`src/hw/rtl/ows_pkg.sv`:
```
// Shared types, codes and helpers for the obstacle wait sequencer.
// Used by ows_core, ows_outq and obstacle_wait_sequencer; no dependencies.
package ows_pkg;

    localparam int unsigned CFG_IDX_W  = 3;
    localparam int unsigned CFG_DATA_W = 24;

    localparam logic [CFG_IDX_W-1:0] CFG_SEEN_FRAMES  = 3'd0;
    localparam logic [CFG_IDX_W-1:0] CFG_LOST_FRAMES  = 3'd1;
    localparam logic [CFG_IDX_W-1:0] CFG_DETECT_TO    = 3'd2;
    localparam logic [CFG_IDX_W-1:0] CFG_WAIT_TO      = 3'd3;
    localparam logic [CFG_IDX_W-1:0] CFG_COMMAND_TO   = 3'd4;
    localparam logic [CFG_IDX_W-1:0] CFG_RAISE_IDS    = 3'd5;
    localparam logic [CFG_IDX_W-1:0] CFG_LOWER_IDS    = 3'd6;

    localparam logic [1:0] MODE_START    = 2'd0;
    localparam logic [1:0] MODE_TICK     = 2'd1;
    localparam logic [1:0] MODE_RESPONSE = 2'd2;
    localparam logic [1:0] MODE_FEEDBACK = 2'd3;

    localparam logic [1:0] ST_RUNNING = 2'd0;
    localparam logic [1:0] ST_SUCCESS = 2'd1;
    localparam logic [1:0] ST_FAILURE = 2'd2;

    localparam logic [1:0] OC_RUNNING     = 2'd0;
    localparam logic [1:0] OC_NO_TARGET   = 2'd1;
    localparam logic [1:0] OC_TARGET_GONE = 2'd2;
    localparam logic [1:0] OC_FAILED      = 2'd3;

    localparam logic [2:0] ERR_NONE         = 3'd0;
    localparam logic [2:0] ERR_ACK_TIMEOUT  = 3'd1;
    localparam logic [2:0] ERR_REJECTED     = 3'd2;
    localparam logic [2:0] ERR_VISION_FAIL  = 3'd3;
    localparam logic [2:0] ERR_DONE_TIMEOUT = 3'd4;
    localparam logic [2:0] ERR_WAIT_TIMEOUT = 3'd5;

    localparam logic [2:0] PHN_DONE   = 3'd0;
    localparam logic [2:0] PHN_PREP   = 3'd1;
    localparam logic [2:0] PHN_DETECT = 3'd2;
    localparam logic [2:0] PHN_GONE   = 3'd3;

    localparam logic [23:0] TICK_MAX  = 24'hFF_FFFF;
    localparam logic [7:0]  COUNT_MAX = 8'hFF;

    typedef enum logic [3:0] {
        PH_DONE   = 4'b0001,
        PH_PREP   = 4'b0010,
        PH_DETECT = 4'b0100,
        PH_GONE   = 4'b1000
    } t_phase;

    typedef struct packed {
        logic [1:0]  mode;
        logic        go_down;
        logic        resp_accepted;
        logic [7:0]  msg_seq;
        logic [7:0]  feedback_code;
        logic        obs_valid;
        logic [31:0] obs_frame_seq;
        logic        obs_blocking;
        logic        sensor_ready;
        logic        vision_start_ok;
    } t_in;

    typedef struct packed {
        logic [1:0] node_status;
        logic [1:0] outcome;
        logic [2:0] error_code;
        logic       send_cmd;
        logic [7:0] cmd_code;
        logic [2:0] phase_now;
    } t_out;

    typedef struct packed {
        logic [7:0]  seen_frames;
        logic [7:0]  lost_frames;
        logic [23:0] detect_timeout_ticks;
        logic [23:0] wait_timeout_ticks;
        logic [23:0] command_timeout_ticks;
        logic [15:0] raise_ids;
        logic [15:0] lower_ids;
    } t_cfg;

    // bit 8 of the sequence fields is the valid bit
    typedef struct packed {
        t_phase      phase;
        logic        direction_down;
        logic [23:0] elapsed_ticks;
        logic [7:0]  seen_count;
        logic [7:0]  lost_count;
        logic [31:0] last_frame_seq;
        logic        ever_seen;
        logic        resp_seen;
        logic        accepted_flag;
        logic        done_seen;
        logic [8:0]  resp_seq;
        logic [8:0]  latest_done_seq;
    } t_state;

    localparam t_state STATE_RESET = '{phase: PH_DONE, default: '0};

    localparam t_cfg CFG_RESET = '{
        seen_frames:           8'd3,
        lost_frames:           8'd3,
        detect_timeout_ticks:  24'd100,
        wait_timeout_ticks:    24'd1000,
        command_timeout_ticks: 24'd200,
        raise_ids:             16'd0,
        lower_ids:             16'd0
    };

    function automatic logic [7:0] min_one8(input logic [7:0] v);
        return (v == 8'd0) ? 8'd1 : v;
    endfunction

    function automatic logic [23:0] min_one24(input logic [23:0] v);
        return (v == 24'd0) ? 24'd1 : v;
    endfunction

    function automatic logic [2:0] phase_code(input t_phase p);
        logic [2:0] c;
        unique case (p)
            PH_PREP:   c = PHN_PREP;
            PH_DETECT: c = PHN_DETECT;
            PH_GONE:   c = PHN_GONE;
            default:   c = PHN_DONE;
        endcase
        return c;
    endfunction

endpackage

```
`src/hw/rtl/ows_core.sv`:
```
// Next-state and result logic for one item of the obstacle wait sequencer.
// Purely combinational; depends on ows_pkg.
module ows_core
    import ows_pkg::*;
(
    input  t_in    i_item,
    input  t_state i_state,
    input  t_cfg   i_cfg,
    output t_state o_state,
    output t_out   o_result
);

    logic [7:0]  sf;
    logic [7:0]  lf;
    logic [15:0] cur_ids;
    logic [15:0] start_ids;
    logic [8:0]  seq_tag;
    logic [23:0] el_inc;
    logic        late;
    logic        fresh;
    logic        blk;
    logic [8:0]  seen_inc;
    logic [7:0]  seen_sat;
    logic [7:0]  lost_inc;
    t_state      ns;
    t_out        res;

    assign sf        = min_one8(i_cfg.seen_frames);
    assign lf        = min_one8(i_cfg.lost_frames);
    assign cur_ids   = i_state.direction_down ? i_cfg.lower_ids : i_cfg.raise_ids;
    assign start_ids = i_item.go_down ? i_cfg.lower_ids : i_cfg.raise_ids;
    assign seq_tag   = {1'b1, i_item.msg_seq};
    assign el_inc    = (i_state.elapsed_ticks != TICK_MAX) ?
                       i_state.elapsed_ticks + 24'd1 : i_state.elapsed_ticks;
    assign late      = el_inc > min_one24(i_cfg.command_timeout_ticks);
    assign blk       = i_item.obs_blocking & i_item.obs_valid;
    assign fresh     = i_item.obs_valid && (i_item.obs_frame_seq != 32'd0) &&
                       (i_item.obs_frame_seq != i_state.last_frame_seq);
    assign seen_inc  = {1'b0, i_state.seen_count} + 9'd1;
    assign seen_sat  = (seen_inc < {1'b0, sf}) ? seen_inc[7:0] : sf;
    assign lost_inc  = (i_state.lost_count != COUNT_MAX) ?
                       i_state.lost_count + 8'd1 : i_state.lost_count;

    always_comb begin
        ns              = i_state;
        res.node_status = ST_RUNNING;
        res.outcome     = OC_RUNNING;
        res.error_code  = ERR_NONE;
        res.send_cmd    = 1'b0;
        res.cmd_code    = 8'd0;
        res.phase_now   = PHN_DONE;

        unique case (i_item.mode)
            MODE_START: begin
                ns                = STATE_RESET;
                ns.direction_down = i_item.go_down;
                ns.phase          = PH_PREP;
                res.send_cmd      = 1'b1;
                res.cmd_code      = start_ids[15:8];
            end
            MODE_RESPONSE: begin
                if (i_state.phase == PH_PREP && !i_state.resp_seen) begin
                    ns.accepted_flag = i_item.resp_accepted;
                    ns.resp_seq      = seq_tag;
                    ns.resp_seen     = 1'b1;
                    if (i_state.latest_done_seq == seq_tag) begin
                        ns.done_seen = 1'b1;
                    end
                end
            end
            MODE_FEEDBACK: begin
                if (i_state.phase != PH_DONE && i_item.feedback_code == cur_ids[7:0]) begin
                    ns.latest_done_seq = seq_tag;
                    if (i_state.resp_seq == seq_tag) begin
                        ns.done_seen = 1'b1;
                    end
                end
            end
            MODE_TICK: begin
                if (i_state.phase == PH_DONE) begin
                    res.node_status = ST_SUCCESS;
                end else if (i_state.phase == PH_PREP) begin
                    ns.elapsed_ticks = el_inc;
                    priority if (!i_state.resp_seen && late) begin
                        ns.phase       = PH_DONE;
                        res.node_status = ST_FAILURE;
                        res.outcome    = OC_FAILED;
                        res.error_code = ERR_ACK_TIMEOUT;
                    end else if (!i_state.resp_seen) begin
                        // keep waiting for the response
                    end else if (!i_state.accepted_flag) begin
                        ns.phase       = PH_DONE;
                        res.node_status = ST_FAILURE;
                        res.outcome    = OC_FAILED;
                        res.error_code = ERR_REJECTED;
                    end else if (i_state.done_seen && !i_item.vision_start_ok) begin
                        ns.phase       = PH_DONE;
                        res.node_status = ST_FAILURE;
                        res.outcome    = OC_FAILED;
                        res.error_code = ERR_VISION_FAIL;
                    end else if (i_state.done_seen) begin
                        ns.phase         = PH_DETECT;
                        ns.elapsed_ticks = 24'd0;
                        ns.seen_count    = 8'd0;
                        ns.lost_count    = 8'd0;
                    end else if (late) begin
                        ns.phase       = PH_DONE;
                        res.node_status = ST_FAILURE;
                        res.outcome    = OC_FAILED;
                        res.error_code = ERR_DONE_TIMEOUT;
                    end else begin
                        // keep waiting for the done feedback
                    end
                end else begin
                    ns.elapsed_ticks = el_inc;
                    if (el_inc >= min_one24(i_cfg.wait_timeout_ticks)) begin
                        ns.phase       = PH_DONE;
                        res.node_status = ST_FAILURE;
                        res.outcome    = OC_FAILED;
                        res.error_code = ERR_WAIT_TIMEOUT;
                    end else begin
                        if (fresh) begin
                            ns.last_frame_seq = i_item.obs_frame_seq;
                        end
                        if (blk) begin
                            if (fresh) begin
                                ns.seen_count = seen_sat;
                                ns.lost_count = 8'd0;
                                if (seen_sat >= sf) begin
                                    ns.ever_seen = 1'b1;
                                    ns.phase     = PH_GONE;
                                end
                            end
                        end else if (fresh) begin
                            ns.seen_count = 8'd0;
                            ns.lost_count = lost_inc;
                            if (!i_state.ever_seen) begin
                                if (el_inc >= min_one24(i_cfg.detect_timeout_ticks) ||
                                    (i_item.sensor_ready && lost_inc >= lf)) begin
                                    ns.phase        = PH_DONE;
                                    res.node_status = ST_SUCCESS;
                                    res.outcome     = OC_NO_TARGET;
                                end
                            end else if (lost_inc >= lf) begin
                                ns.phase        = PH_DONE;
                                res.node_status = ST_SUCCESS;
                                res.outcome     = OC_TARGET_GONE;
                            end
                        end
                    end
                end
            end
            default: begin
            end
        endcase

        res.phase_now = phase_code(ns.phase);
    end

    assign o_state  = ns;
    assign o_result = res;

endmodule

```
`src/hw/rtl/ows_outq.sv`:
```
// Result register with one skid entry for the obstacle wait sequencer.
// Depends on ows_pkg for the result item type.
module ows_outq
    import ows_pkg::*;
(
    input  logic i_clk,
    input  logic i_rst_n,
    input  logic i_push,
    input  t_out i_data,
    input  logic i_out_stall,
    output logic o_valid,
    output t_out o_data,
    output logic o_full
);

    logic r_main_valid;
    logic r_skid_valid;
    t_out r_main;
    t_out r_skid;
    logic pop;

    assign pop = r_main_valid && !i_out_stall;

    always_ff @(posedge i_clk) begin
        if (!i_rst_n) begin
            r_main_valid <= 1'b0;
            r_skid_valid <= 1'b0;
        end else if (!r_main_valid || pop) begin
            if (r_skid_valid) begin
                // push is held off while the skid entry is full
                r_main_valid <= 1'b1;
                r_skid_valid <= 1'b0;
            end else begin
                r_main_valid <= i_push;
            end
        end else if (i_push) begin
            r_skid_valid <= 1'b1;
        end
    end

    always_ff @(posedge i_clk) begin
        if (!r_main_valid || pop) begin
            r_main <= r_skid_valid ? r_skid : i_data;
        end else if (i_push) begin
            r_skid <= i_data;
        end
    end

    assign o_valid = r_main_valid;
    assign o_data  = r_main;
    assign o_full  = r_skid_valid;

endmodule

```
`src/hw/rtl/obstacle_wait_sequencer.sv`:
```
// Obstacle wait sequencer top level: configuration registers, run state, core and
// result queue. Depends on ows_pkg, ows_core and ows_outq.
//
// Usage:
//  Input channel i_in_valid / o_in_stall / i_in_item carries start, tick, command
//  response and feedback items. Each accepted item yields exactly one result item on
//  o_out_valid / i_out_stall / o_out_item, in order.
//  The state and result are registered at the accept edge, the result via the skid
//  entry when the result register is occupied. One item per cycle while o_in_stall is
//  low; a single pass of compare and counter logic (ows_core) updates the run state.
//  The result register has a one-entry skid behind it, so an item is still taken
//  while a result waits; o_in_stall rises only when both entries hold results and
//  falls the cycle after the receiver takes one.
//  Configuration is written through i_cfg_we / i_cfg_idx / i_cfg_data, by the user
//  only while idle (not enforced by the block); unknown indexes are ignored.
//  Reset (synchronous, active low) loads the default configuration, returns the
//  sequencer to the done phase with cleared counters and empties the result queue.
module obstacle_wait_sequencer
    import ows_pkg::*;
(
    input  logic                  i_clk,
    input  logic                  i_rst_n,
    input  logic                  i_in_valid,
    output logic                  o_in_stall,
    input  t_in                   i_in_item,
    output logic                  o_out_valid,
    input  logic                  i_out_stall,
    output t_out                  o_out_item,
    input  logic                  i_cfg_we,
    input  logic [CFG_IDX_W-1:0]  i_cfg_idx,
    input  logic [CFG_DATA_W-1:0] i_cfg_data
);

    t_cfg   r_cfg;
    t_state r_state;
    t_state n_state;
    t_out   step_result;
    logic   accept;
    logic   q_full;

    assign accept     = i_in_valid && !q_full;
    assign o_in_stall = q_full;

    always_ff @(posedge i_clk) begin
        if (!i_rst_n) begin
            r_cfg <= CFG_RESET;
        end else if (i_cfg_we) begin
            unique case (i_cfg_idx)
                CFG_SEEN_FRAMES: r_cfg.seen_frames           <= i_cfg_data[7:0];
                CFG_LOST_FRAMES: r_cfg.lost_frames           <= i_cfg_data[7:0];
                CFG_DETECT_TO:   r_cfg.detect_timeout_ticks  <= i_cfg_data[23:0];
                CFG_WAIT_TO:     r_cfg.wait_timeout_ticks    <= i_cfg_data[23:0];
                CFG_COMMAND_TO:  r_cfg.command_timeout_ticks <= i_cfg_data[23:0];
                CFG_RAISE_IDS:   r_cfg.raise_ids             <= i_cfg_data[15:0];
                CFG_LOWER_IDS:   r_cfg.lower_ids             <= i_cfg_data[15:0];
                default: begin
                end
            endcase
        end
    end

    ows_core u_core (
        .i_item   (i_in_item),
        .i_state  (r_state),
        .i_cfg    (r_cfg),
        .o_state  (n_state),
        .o_result (step_result)
    );

    always_ff @(posedge i_clk) begin
        if (!i_rst_n) begin
            r_state <= STATE_RESET;
        end else if (accept) begin
            r_state <= n_state;
        end
    end

    ows_outq u_outq (
        .i_clk       (i_clk),
        .i_rst_n     (i_rst_n),
        .i_push      (accept),
        .i_data      (step_result),
        .i_out_stall (i_out_stall),
        .o_valid     (o_out_valid),
        .o_data      (o_out_item),
        .o_full      (q_full)
    );

    // a full skid entry implies a result is on show
    a_stall_has_result: assert property (@(posedge i_clk) disable iff (!i_rst_n)
        o_in_stall |-> o_out_valid)
        else $error("input stalled with no result on the output");

    a_accept_shows_result: assert property (@(posedge i_clk) disable iff (!i_rst_n)
        (i_in_valid && !o_in_stall) |=> o_out_valid)
        else $error("accepted item produced no result");

    a_cmd_in_prep: assert property (@(posedge i_clk) disable iff (!i_rst_n)
        (o_out_valid && o_out_item.send_cmd) |->
        (o_out_item.phase_now == PHN_PREP && o_out_item.node_status == ST_RUNNING))
        else $error("command pulse outside the prep phase");

    a_finish_is_done: assert property (@(posedge i_clk) disable iff (!i_rst_n)
        (o_out_valid && o_out_item.node_status != ST_RUNNING) |->
        (o_out_item.phase_now == PHN_DONE))
        else $error("finished result with an active phase");

endmodule
```
`config.mk`:
```
export PLATFORM = sky130hd
export DESIGN_NAME = obstacle_wait_sequencer
export DESIGN_NICKNAME = d
export VERILOG_FILES = /design/src/hw/rtl/ows_pkg.sv /design/src/hw/rtl/ows_core.sv /design/src/hw/rtl/ows_outq.sv /design/src/hw/rtl/obstacle_wait_sequencer.sv
export SDC_FILE = /design/constraint.sdc
export NUM_CORES = 1
export LEC_CHECK = 0
export BUFFER_PORTS_ARGS = -buffer_cell sky130_fd_sc_hd__buf_2
export CAP_MARGIN = 30
export CORE_MARGIN = 2
export CORE_UTILIZATION = 30
export CTS_BUF_LIST = sky130_fd_sc_hd__clkbuf_8
export DETAILED_ROUTE_END_ITERATION = 7
export PLACE_DENSITY = 0.51
export SYNTH_ARGS = -nofsm -noshare
export SYNTH_HDL_FRONTEND = slang
export SYNTH_SLANG_ARGS = --single-unit
```
`constraint.sdc`:
```
create_clock -name i_clk -period 8.2 [get_ports i_clk]
set_input_delay 1.64 -clock i_clk [delete_from_list [all_inputs] [get_ports i_clk]]
set_output_delay 1.64 -clock i_clk [all_outputs]
set_load 0.05 [all_outputs]
```
==> impl_metrics.py, run 1 <==
metrics = {
    "critical_path": {
        "critPathLaunch": "r_state[70]$_SDFFE_PN0P_",
        "cp_slowest_cell": "nor4_1",
        "slowest_delay_ns": 0.82,
        "critPathBufInv": 0,
        "required_ns": 8.65,
        "crit_family": "simple AND/OR/NAND/NOR gates",
        "critPathKind": "flip-flop to flip-flop",
        "path_cells": "ha_1 > nand2_1 > nor4_4 > a211oi_2 > and2b_1 > nand3_1 > nor3_1 > xor2_1 > ha_1 > nand4_1 > nor4_1 > nand4_1 > o21ai_0 > nor4_2 > o21ai_2 > o21ai_0 > xor2_1 > o31ai_1",
        "worstSetupPathDepth": 18,
        "reg2reg_to": "u_outq.o_data[0]$_DFFE_PP_",
        "reg2reg_depth": 18,
        "r2r_slack_ns": 2.77,
        "path_max_fanout": 9,
        "worst_setup_path_start_kind": "flip-flop",
        "setup.worst_path.end_class": "flip-flop",
        "r2r-start": "r_state[70]$_SDFFE_PN0P_",
        "worst_ep_arrival_time_ns": 5.88,
        "crit_path_end": "u_outq.o_data[0]$_DFFE_PP_",
    },
    "yosys": {
        "syn_area_um2": 13800,
        "synth_ff_type": "dfxtp_1",
        "synth_top_area_share_pct": 31.9,
        "synth.most_common_cell": "nand2_1",
        "synth-async-reset-ratio_pct": 0,
        "syn_area_per_cell_um2": 8.45,
        "synthesis.nets": 1821,
        "ys_warn_count": 0,
        "synth-edff-count": 36,
        "synthTopCellsByArea": "dfxtp_1 32%, ha_1 8.9%, edfxtp_1 7.8%, nand2_1 7.7%, a21oi_1 5.7%",
        "synth_seq_cells": 256,
        "ys_types": 75,
        "synth.largest_area_cell": "dfxtp_1",
        "ys_seq_area_share_pct": 39.7,
        "ys_top_cells_by_count": "284 x nand2_1, 220 x dfxtp_1, 158 x a21oi_1, 143 x nor2_1, 98 x ha_1",
        "postSynthCellCount": 1635,
    },
    "clock_tree": {
        "post_cts_buffers": 0,
        "cts_tree": "yes",
        "clkLatencyLatePin_ns": 0.62,
        "cts_root_buf": "clkbuf_8",
        "clk_path_buf_depth": 3,
        "cts_num_sinks": 256,
        "numCtsBuffers": 47,
        "ctsResizeCount": 0,
        "htreeDepth": 2,
        "hold_buffers": 0,
        "clk_pin_slew_worst_paths_ns": 0.06,
    },
    "run_status": {
        "outcome": "finished clean",
    },
    "layout": {
        "areaGrowthSynthToFinish_pct": 15.5,
        "layout-drive-gt1-share_pct": 13.1,
        "final_util_pct": 35.2,
        "diodes": 0,
        "fin_nets": 1927,
    },
    "sta": {
        "fin_worst_skew_ns": 0.0338,
        "finalSetupViolCount": 0,
        "fin_crit_sh_pct": 66.2,
        "post-route-min-period_ns": 5.43,
        "fin_setup_tns_ns": 0,
        "relSlewSlack_pct": 28.9,
        "max_freq_mhz": 184,
        "tightest_slew_ns": 1.06,
        "maxSlewViolCount": 0,
        "rsz0062_at_grt": "no",
        "hold_viol_final": 0,
    },
    "worst_hold_path": {
        "hold_path.class": "flip-flop to flip-flop",
    },
    "power_and_ir_drop": {
        "leakagePower_uw": 0.00622,
        "max-vdd-ir-drop_uv": 86.8,
        "powerDensity_nw_per_um2": 183,
    },
    "detailed_routing": {
        "routed-via-count": 11702,
        "wire_per_inst_um": 16.6,
        "drtAntennaViolNets": 0,
        "firstDrtPassIters": 5,
        "drc": 0,
        "dr.first_iter.drc_count": 763,
        "via_per_inst": 4.93,
        "routed_wl_um": 39500,
    },
    "floorplan": {
        "die_area_um2": 47800,
        "initial_utilization_pct": 30.4,
        "fp.dieH_um": 219,
        "core_area_um2": 45400,
        "rows": 78,
        "die_w_um": 219,
        "io_pins": 109,
    },
    "global_routing": {
        "grt_pass1_vias": 11492,
        "grt-ovfl-total": 0,
        "grt_usage_pct": 16.7,
        "antenna_found_initial": 0,
        "grt_start_max_net_pins": 90,
        "grt_first_pass_wirelength_um": 63100,
    },
    "place": {
        "portBuffers": 107,
        "gp_congestion": 0.836,
        "hpwl_um": 29100,
    },
    "run": {
        "max-cap-violations": 0,
    },
}
## layout by cell type (no fill, tap or decap), types with 16 or more instances in the layout
| cell type | n |
|---|---|
| mux2i_1 | 50 |
| nand3_1 | 37 |
| nor3_1 | 17 |
| nor2_1 | 142 |
| nor2b_1 | 17 |
| nand2b_1 | 16 |
| nor4_1 | 35 |
| ha_1 | 98 |
| edfxtp_1 | 36 |
| nand4_1 | 35 |
| clkbuf_8 | 61 |
| dfxtp_1 | 220 |
| o211ai_1 | 22 |
| o21ai_0 | 35 |
| nand2_1 | 284 |
| buf_2 | 107 |
| a22oi_1 | 28 |
| xor2_1 | 32 |
| a21oi_1 | 158 |
| xnor2_1 | 56 |
| inv_1 | 106 |
## cell type report
class / count / area [um^2]
clock buffers: 61 / 840
clock inverters: 21 / 160
fillers: 4763 / 29400
inverters: 96 / 363
multi-input cells: 1219 / 7720
flip-flops and latches: 256 / 5490
well taps: 600 / 751
repair buffers: 121 / 644
## how the worst min path moves through the flow
stage	startpoint	endpoint	slack (ns)	cells after the start
after floorplan	r_state[8]$_SDFFE_PN0P_	r_state[8]$_SDFFE_PN0P_	0.43	1
after global placement	r_cfg[20]$_SDFFE_PN0P_	r_cfg[20]$_SDFFE_PN0P_	0.44	2
after detailed placement	r_cfg[20]$_SDFFE_PN0P_	r_cfg[20]$_SDFFE_PN0P_	0.45	2
after CTS	r_cfg[20]$_SDFFE_PN0P_	r_cfg[20]$_SDFFE_PN0P_	0.45	2
after global routing	r_state[8]$_SDFFE_PN0P_	r_state[8]$_SDFFE_PN0P_	0.47	1
final	r_cfg[10]$_SDFFE_PN0P_	r_cfg[10]$_SDFFE_PN0P_	0.45	2
## worst reg2reg max path: stages (launching register included)
cell and delay (ns):
dfxtp_1 0.41, ha_1 0.20, nand2_1 0.14, nor4_4 0.62, a211oi_2 0.23, and2b_1 0.28, nand3_1 0.19, nor3_1 0.08
xor2_1 0.34, ha_1 0.25, nand4_1 0.19, nor4_1 0.82, nand4_1 0.19, o21ai_0 0.35, nor4_2 0.09, o21ai_2 0.27
o21ai_0 0.19, xor2_1 0.21, o31ai_1 0.25
## cell families (layout without fill, tap and decap cells)
group / Yosys count / after routing / synth area share (%)
AO/OA/AOI/OAI: 336 / 336 / 15.3
adder cells (fa/ha/maj): 98 / 98 / 8.88
other: 1 / 1 / 0.0271
buffers and inverters: 160 / 299 / 4.56
multiplexers: 64 / 64 / 4.76
flip-flops: 256 / 256 / 39.7
AND/OR/NAND/NOR: 632 / 632 / 21.2
XOR/XNOR: 88 / 88 / 5.58
## layer usage
metal | vias up | share of wire, % | GRT usage, %
met5 | - | 0 | 0
met4 | 0 | 2.6 | 5.44
met3 | 66 | 4.5 | 2.83
met2 | 199 | 46 | 27.7
met1 | 5479 | 47 | 21.9
li1 | 5958 | - | -
## per-stage QoR
| step | hold WS, ns | power (uW) | setup WS, ns | area, um^2 | instances |
|---|---|---|---|---|---|
| 2_1_floorplan | 0.426 | 1530 | 3.85 | 13800 | 1635 |
| 3_3_place_gp | 0.441 | 1640 | 3.12 | 15000 | 2291 |
| 3_5_place_dp | 0.446 | 1640 | 2.93 | 15000 | 2292 |
| 4_1_cts | 0.455 | 2960 | 2.88 | 16000 | 2374 |
| 5_1_grt | 0.471 | 3050 | 2.46 | 16000 | 2374 |
| 6_report | 0.453 | 2910 | 2.77 | 16000 | 2374 |
## state kept, by name (all words and copies together), names as in the netlist
register,flops
r_state,98
u_outq.r_skid,18
u_outq.o_full,1
u_outq.o_data,18
r_cfg,120
u_outq.o_valid,1
## report_power, final
part	internal (uW)	switching, uW
Clock	732	568
Sequential	1310	22.6
Combinational	93.3	192
Total	2130	783
Note: power is estimated with default switching activity, not from simulation.
==> inputs of run 2 (changes only) <==
Settings changed: ABC_AREA set to 1.
Clock period 8.2 ns to 5.1 ns, I/O delays scaled along.
==> run 2 against run 1 <==
  * Maximum frequency is 17% higher
  * Highest routed layer is now met5
  * Count of clock-buffer cells in the layout decreased by 6
  * Critical endpoint is now r_state[24]$_SDFFE_PN0P_
  * Design area grew 0.57%
  * Sequential power grew 62%
  * Routed wire length increased by 0.11%
  * Synthesized area grew 1.8%
  * Core utilization down 0.54 points
==> impl_metrics.py, run 2 <==
metrics = {
    "global_routing": {
        "antenna_found_initial": 1,
        "grt_first_pass_wirelength_um": 63100,
        "grt_usage_pct": 16.3,
        "grt_pass1_vias": 11968,
        "grt_start_max_net_pins": 72,
        "grt-ovfl-total": 0,
    },
    "detailed_routing": {
        "routed_wl_um": 39500,
        "drtAntennaViolNets": 0,
        "firstDrtPassIters": 5,
        "drc": 0,
        "dr.first_iter.drc_count": 667,
        "via_per_inst": 4.80,
        "routed-via-count": 12664,
        "wire_per_inst_um": 15.0,
    },
    "layout": {
        "reg_top3": "r_cfg x120, r_state x98",
        "diodes": 0,
        "final_cell_mix": "387 x nand2_1, 239 x inv_1, 220 x dfxtp_1",
        "fin_cells": 2639,
        "fin_nets": 2192,
        "largest_register": "r_cfg",
        "largest_register_ffs": 120,
        "layout.cells.most_common": "nand2_1",
        "layout-drive-gt1-share_pct": 11.8,
        "areaGrowthSynthToFinish_pct": 14.2,
        "final_util_pct": 34.6,
    },
    "power_and_ir_drop": {
        "max-vdd-ir-drop_uv": 147,
        "power_uw": 4600,
        "leakagePower_uw": 0.00690,
        "powerDensity_nw_per_um2": 287,
    },
    "place": {
        "portBuffers": 107,
        "hpwl_um": 28900,
        "dp.cells": 2563,
        "gp_congestion": 0.869,
    },
    "yosys": {
        "synth_top_area_share_pct": 31.3,
        "syn_area_um2": 14100,
        "synth-edff-count": 36,
        "syn_area_per_cell_um2": 7.40,
        "ys_warn_count": 0,
        "synthesis.nets": 2087,
        "postSynthCellCount": 1901,
        "synth.largest_area_cell": "dfxtp_1",
        "ys_types": 55,
        "synth-async-reset-ratio_pct": 0,
        "synthTopCellsByArea": "dfxtp_1 31%, nand2_1 10%, ha_1 8.7%, edfxtp_1 7.7%, a21oi_1 7.6%",
        "ys_seq_area_share_pct": 39.0,
        "ys_top_cells_by_count": "387 x nand2_1, 223 x inv_1, 220 x dfxtp_1, 213 x a21oi_1, 167 x nor2_1",
        "synth_seq_cells": 256,
        "synth.most_common_cell": "nand2_1",
        "synth_ff_type": "dfxtp_1",
    },
    "critical_path": {
        "r2r-start": "r_state[71]$_SDFFE_PN0P_",
        "critPathKind": "flip-flop to flip-flop",
        "cp_slowest_cell": "or3_2",
        "r2r_slack_ns": 0.46,
        "setup.worst_path.end_class": "flip-flop",
        "required_ns": 5.58,
        "path_cells": "ha_1 > inv_1 > nor2_4 > nand4_4 > nor3_2 > nand4_2 > nand3_2 > nor2_1 > nand2_2 > nor3_2 > xor2_1 > ha_1 > a21oi_1 > o21ai_0 > a21oi_1 > nand4_1 > nand2_1 > nand2_1 > or3_2 > buf_4 > o21ai_0 > a21oi_1",
        "path_max_fanout": 65,
        "worst_setup_path_start_kind": "flip-flop",
        "worst_ep_arrival_time_ns": 5.12,
        "slowest_delay_ns": 0.42,
        "crit_top_cell": "a21oi_1",
        "critPathLaunch": "r_state[71]$_SDFFE_PN0P_",
    },
    "sta": {
        "relSlewSlack_pct": 30.5,
        "finalSetupViolCount": 0,
        "tightest_slew_ns": 1.03,
        "post-route-min-period_ns": 4.64,
        "fin_crit_sh_pct": 91.0,
        "fin_worst_skew_ns": 0.0196,
        "hold_viol_final": 0,
        "rsz0062_at_grt": "no",
        "fin_setup_tns_ns": 0,
        "maxSlewViolCount": 0,
        "max_freq_mhz": 216,
    },
    "floorplan": {
        "rows": 79,
        "core_area_um2": 46400,
        "die_area_um2": 48600,
        "io_pins": 109,
        "die_w_um": 220,
        "fp.dieH_um": 220,
        "initial_utilization_pct": 30.3,
    },
    "clock_tree": {
        "clk_pin_slew_worst_paths_ns": 0.06,
        "cts_root_buf": "clkbuf_8",
        "cts_num_sinks": 256,
        "hold_buffers": 0,
        "htreeDepth": 2,
        "post_cts_buffers": 0,
        "clk_path_buf_depth": 3,
        "clkLatencyLatePin_ns": 0.62,
        "cts_tree": "yes",
        "ctsResizeCount": 0,
        "numCtsBuffers": 48,
    },
    "worst_hold_path": {
        "worstHoldStart": "r_cfg[17]$_SDFFE_PN0P_",
        "hold_path.class": "flip-flop to flip-flop",
    },
    "run": {
        "max-cap-violations": 0,
    },
    "run_status": {
        "outcome": "finished clean",
    },
}
-- run 2: changes by cell type after synthesis, moves of 17 or more --
cell	previous run	this run
o21ai_0	35	166
a21oi_1	158	213
o21ai_1	6	23
a22oi_1	28	0
nand2_1	284	387
xnor2_1	56	36
mux2i_1	50	2
nor2_1	143	167
nor2b_1	17	0
nor4_1	35	14
nand3_1	37	59
inv_1	94	223
-- run 2: final cells by class --
cell class	instances	area [um^2]
Fill cell	4892	30300
Tap cell	607	759
Clock inverter	21	123
Multi-Input combinational cell	1340	7370
Inverter	239	898
Sequential cell	256	5490
Timing Repair Buffer	121	663
Clock buffer	55	757
-- run 2: power breakdown --
part           leakage, uW  switching [uW]  internal, uW  total [uW]
combinational      0.00425             370           167         537
sequential         0.00214            35.9          2120        2160
clock             0.000509             889          1020        1910
-- run 2: path summary, 6_finish.rpt --
kind,depth (start not counted),end
worst max register to register,22,r_state[24]$_SDFFE_PN0P_
worst max-delay path,22,r_state[24]$_SDFFE_PN0P_
worst min-delay path,2,r_cfg[17]$_SDFFE_PN0P_
worst min register to register,2,r_cfg[17]$_SDFFE_PN0P_
-- run 2: kinds of logic (layout without fill, tap and decap cells) --
kind of cell               Yosys count  after routing  synth area share, %
AOI/OAI and AO/OA                  463            463                 17.8
DFF                                256            256                 39.0
xor gates and xnor gates            63             63                 3.92
muxes                                2              2                0.142
other                                1              1               0.0267
buffers and inverters              305            436                 8.61
and+or+nand+nor                    713            713                 21.8
adders and majority gates           98             98                 8.72
-- run 2: layer usage --
| layer | GRT usage, % | part of all wire (%) |
|---|---|---|
| met5 | 0 | 0.023 |
| met4 | 5.73 | 2.7 |
| met3 | 2.75 | 5.1 |
| met2 | 27.1 | 46 |
| met1 | 21.3 | 46 |
-- run 2: through the flow --
| step | hold slack, ns | area (um^2) | setup WS (ns) |
|---|---|---|---|
| 6_report | 0.450 | 16100 | 0.460 |
| 3_5_place_dp | 0.440 | 15200 | 0.578 |
| 2_1_floorplan | 0.421 | 14100 | 1.47 |
| 4_1_cts | 0.452 | 16100 | 0.582 |
| 3_3_place_gp | 0.436 | 15100 | 0.723 |
| 5_1_grt | 0.477 | 16100 | 0.200 |
-- run 2: worst max-delay path, delay by kind of cell (launching register included) --
family	cells	cell delay [ns]
fa+ha+maj	2	0.51
xor+xnor	1	0.41
buf+inv	2	0.42
flops	1	0.37
simple gates	12	1.95
compound gates	5	0.77
==> inputs of run 3 (changes only) <==
--- a/config.mk
+++ b/config.mk
@@ -8,5 +8,4 @@
 export ABC_AREA = 1
 export BUFFER_PORTS_ARGS = -buffer_cell sky130_fd_sc_hd__buf_2
-export CAP_MARGIN = 30
 export CORE_MARGIN = 2
 export CORE_UTILIZATION = 30
==> constraint.sdc (replaced) <==
create_clock -name i_clk -period 5.1 [get_ports i_clk]
set_input_delay 1.275 -clock i_clk [delete_from_list [all_inputs] [get_ports i_clk]]
set_output_delay 1.275 -clock i_clk [all_outputs]
set_load 0.05 [all_outputs]
==> run 3 against run 2 <==
  * Maximum frequency grew 1.7%
  * Count of clock-buffer cells in the layout up 1
  * Flip-flop and latch count stayed put
  * Die area did not move
  * Sequential share of layout area fell by 0.12 points
  * Critical endpoint is now r_state[22]$_SDFFE_PN0P_
  * Via count fell by 1.4%
  * Combinational power about the same
  * Final cell count up 0.38%
  * Routed wire length shrank 0.47%
  * Critical path type unchanged
  * Largest power group unchanged
  * Clock power grew 6%
  * Critical path depth unchanged
  * Register-to-register slack improved by 0.08 ns
==> impl_metrics.py, run 3 (synthesis gave the netlist of run 2 again) <==
metrics = {
    "layout": {
        "fill_cells": 4944,
        "final_cell_mix": "387 x nand2_1, 241 x inv_1, 220 x dfxtp_1",
        "layout.cells.most_common": "nand2_1",
        "reg_top3": "r_cfg x120, r_state x98",
        "areaGrowthSynthToFinish_pct": 14.6,
        "final_util_pct": 34.7,
        "fin_nets": 2192,
        "largest_register": "r_cfg",
        "diodes": 0,
        "largest_register_ffs": 120,
        "layout-drive-gt1-share_pct": 11.9,
        "fin_area_um2": 16100,
    },
    "sta": {
        "maxSlewViolCount": 0,
        "fin_crit_sh_pct": 89.4,
        "hold_viol_final": 0,
        "rsz0062_at_grt": "no",
        "fin_setup_tns_ns": 0,
        "tightest_slew_ns": 1.06,
        "fin_worst_skew_ns": 0.0276,
        "finalSetupViolCount": 0,
        "post-route-min-period_ns": 4.56,
        "max_freq_mhz": 219,
        "relSlewSlack_pct": 29.5,
    },
    "worst_hold_path": {
        "hold_path.class": "flip-flop to flip-flop",
        "worstHoldStart": "r_cfg[112]$_SDFFE_PN1P_",
    },
    "clock_tree": {
        "clk_pin_slew_worst_paths_ns": 0.06,
        "htreeDepth": 2,
        "numCtsBuffers": 49,
        "clkLatencyLatePin_ns": 0.62,
        "clk_path_buf_depth": 3,
        "post_cts_buffers": 0,
        "cts_num_sinks": 256,
        "hold_buffers": 0,
        "ctsResizeCount": 0,
        "cts_tree": "yes",
        "cts_root_buf": "clkbuf_8",
    },
    "power_and_ir_drop": {
        "powerDensity_nw_per_um2": 293,
        "leakagePower_uw": 0.00694,
        "max-vdd-ir-drop_uv": 186,
    },
    "run_status": {
        "outcome": "finished clean",
    },
    "place": {
        "placed_cell_area_um2": 15100,
        "gp_congestion": 0.862,
        "portBuffers": 107,
        "hpwl_um": 28800,
    },
    "detailed_routing": {
        "wire_per_inst_um": 14.9,
        "via_per_inst": 4.71,
        "firstDrtPassIters": 5,
        "routed-via-count": 12482,
        "drc": 0,
        "dr.first_iter.drc_count": 696,
        "drtAntennaViolNets": 0,
        "routed_wl_um": 39300,
    },
    "global_routing": {
        "grt_start_max_net_pins": 116,
        "grt-ovfl-total": 0,
        "grt_pass1_vias": 11988,
        "grt_first_pass_wirelength_um": 62900,
        "grt_usage_pct": 16.3,
        "antenna_found_initial": 1,
    },
    "floorplan": {
        "rows": 79,
        "die_w_um": 220,
        "core_area_um2": 46400,
        "fp.dieH_um": 220,
        "die_area_um2": 48600,
        "io_pins": 109,
        "initial_utilization_pct": 30.3,
    },
    "critical_path": {
        "crit_path_end": "r_state[22]$_SDFFE_PN0P_",
        "worst_setup_path_start_kind": "flip-flop",
        "required_ns": 5.58,
        "setup.worst_path.end_class": "flip-flop",
        "r2r-start": "r_state[71]$_SDFFE_PN0P_",
        "reg2reg_depth": 22,
        "critPathLaunch": "r_state[71]$_SDFFE_PN0P_",
        "path_max_fanout": 65,
        "r2r_slack_ns": 0.54,
        "critPathKind": "flip-flop to flip-flop",
        "worst_ep_arrival_time_ns": 5.04,
        "reg2reg_to": "r_state[22]$_SDFFE_PN0P_",
    },
    "run": {
        "max-cap-violations": 0,
    },
}
## run 3: stage by stage
stage / std cells / power [uW] / worst slack (ns) / hold slack [ns]
floorplan: 1901 / 2560 / 1.47 / 0.421
global placement: 2562 / 2730 / 0.719 / 0.436
detailed placement: 2562 / 2740 / 0.597 / 0.440
CTS: 2649 / 4810 / 0.609 / 0.451
global route: 2649 / 4970 / 0.179 / 0.476
finish: 2649 / 4720 / 0.539 / 0.447
## run 3: power breakdown
group          switching [uW]  internal [uW]  leakage [uW]  total (uW)
registers                35.5           2120       0.00214        2160
logic                     370            166       0.00424         536
clock network             922           1100      0.000556        2020
total                    1330           3390       0.00694        4720
## run 3: layout make-up
| cell class | instances | area (um^2) | area share, % |
|---|---|---|---|
| flip-flops and latches | 256 | 5490 | 34.1 |
| clock buffers | 56 | 771 | 4.78 |
| inverters | 239 | 898 | 5.58 |
| clock inverters | 31 | 191 | 1.19 |
| multi-input cells | 1340 | 7370 | 45.7 |
| well taps | 607 | 759 | 4.71 |
| repair buffers | 120 | 636 | 3.95 |
## run 3: critical path: stages, from the launching register on
cell     delay [ns]
dfxtp_1        0.37
ha_1           0.18
inv_1          0.08
nor2_4         0.12
nand4_4        0.11
nor3_2         0.20
nand4_2        0.21
nand3_2        0.17
nor2_1         0.06
nand2_2        0.13
nor3_2         0.06
xor2_1         0.41
ha_1           0.33
a21oi_1        0.12
o21ai_0        0.08
a21oi_1        0.22
nand4_1        0.26
nand2_1        0.12
nand2_1        0.06
or3_2          0.42
buf_4          0.34
o21ai_0        0.26
a21oi_1        0.06
## run 3: how the worst min path moves through the flow
stage | to | slack (ns) | cells past startpoint
after CTS | r_cfg[17]$_SDFFE_PN0P_ | 0.45 | 2
after floorplan | r_state[8]$_SDFFE_PN0P_ | 0.42 | 2
final | r_cfg[112]$_SDFFE_PN1P_ | 0.45 | 2
after detailed placement | r_state[8]$_SDFFE_PN0P_ | 0.44 | 2
after global placement | r_cfg[17]$_SDFFE_PN0P_ | 0.44 | 2
after global routing | r_state[40]$_SDFFE_PN0P_ | 0.48 | 2
## run 3: metal layers
layer / track usage (%) / wire length (um) / up-vias
li1: - / - / 6522
met1: 21.0 / 18400 / 5687
met2: 27.5 / 18200 / 226
met3: 3.12 / 2050 / 45
met4: 4.83 / 654 / 2
met5: 0 / 8 / -
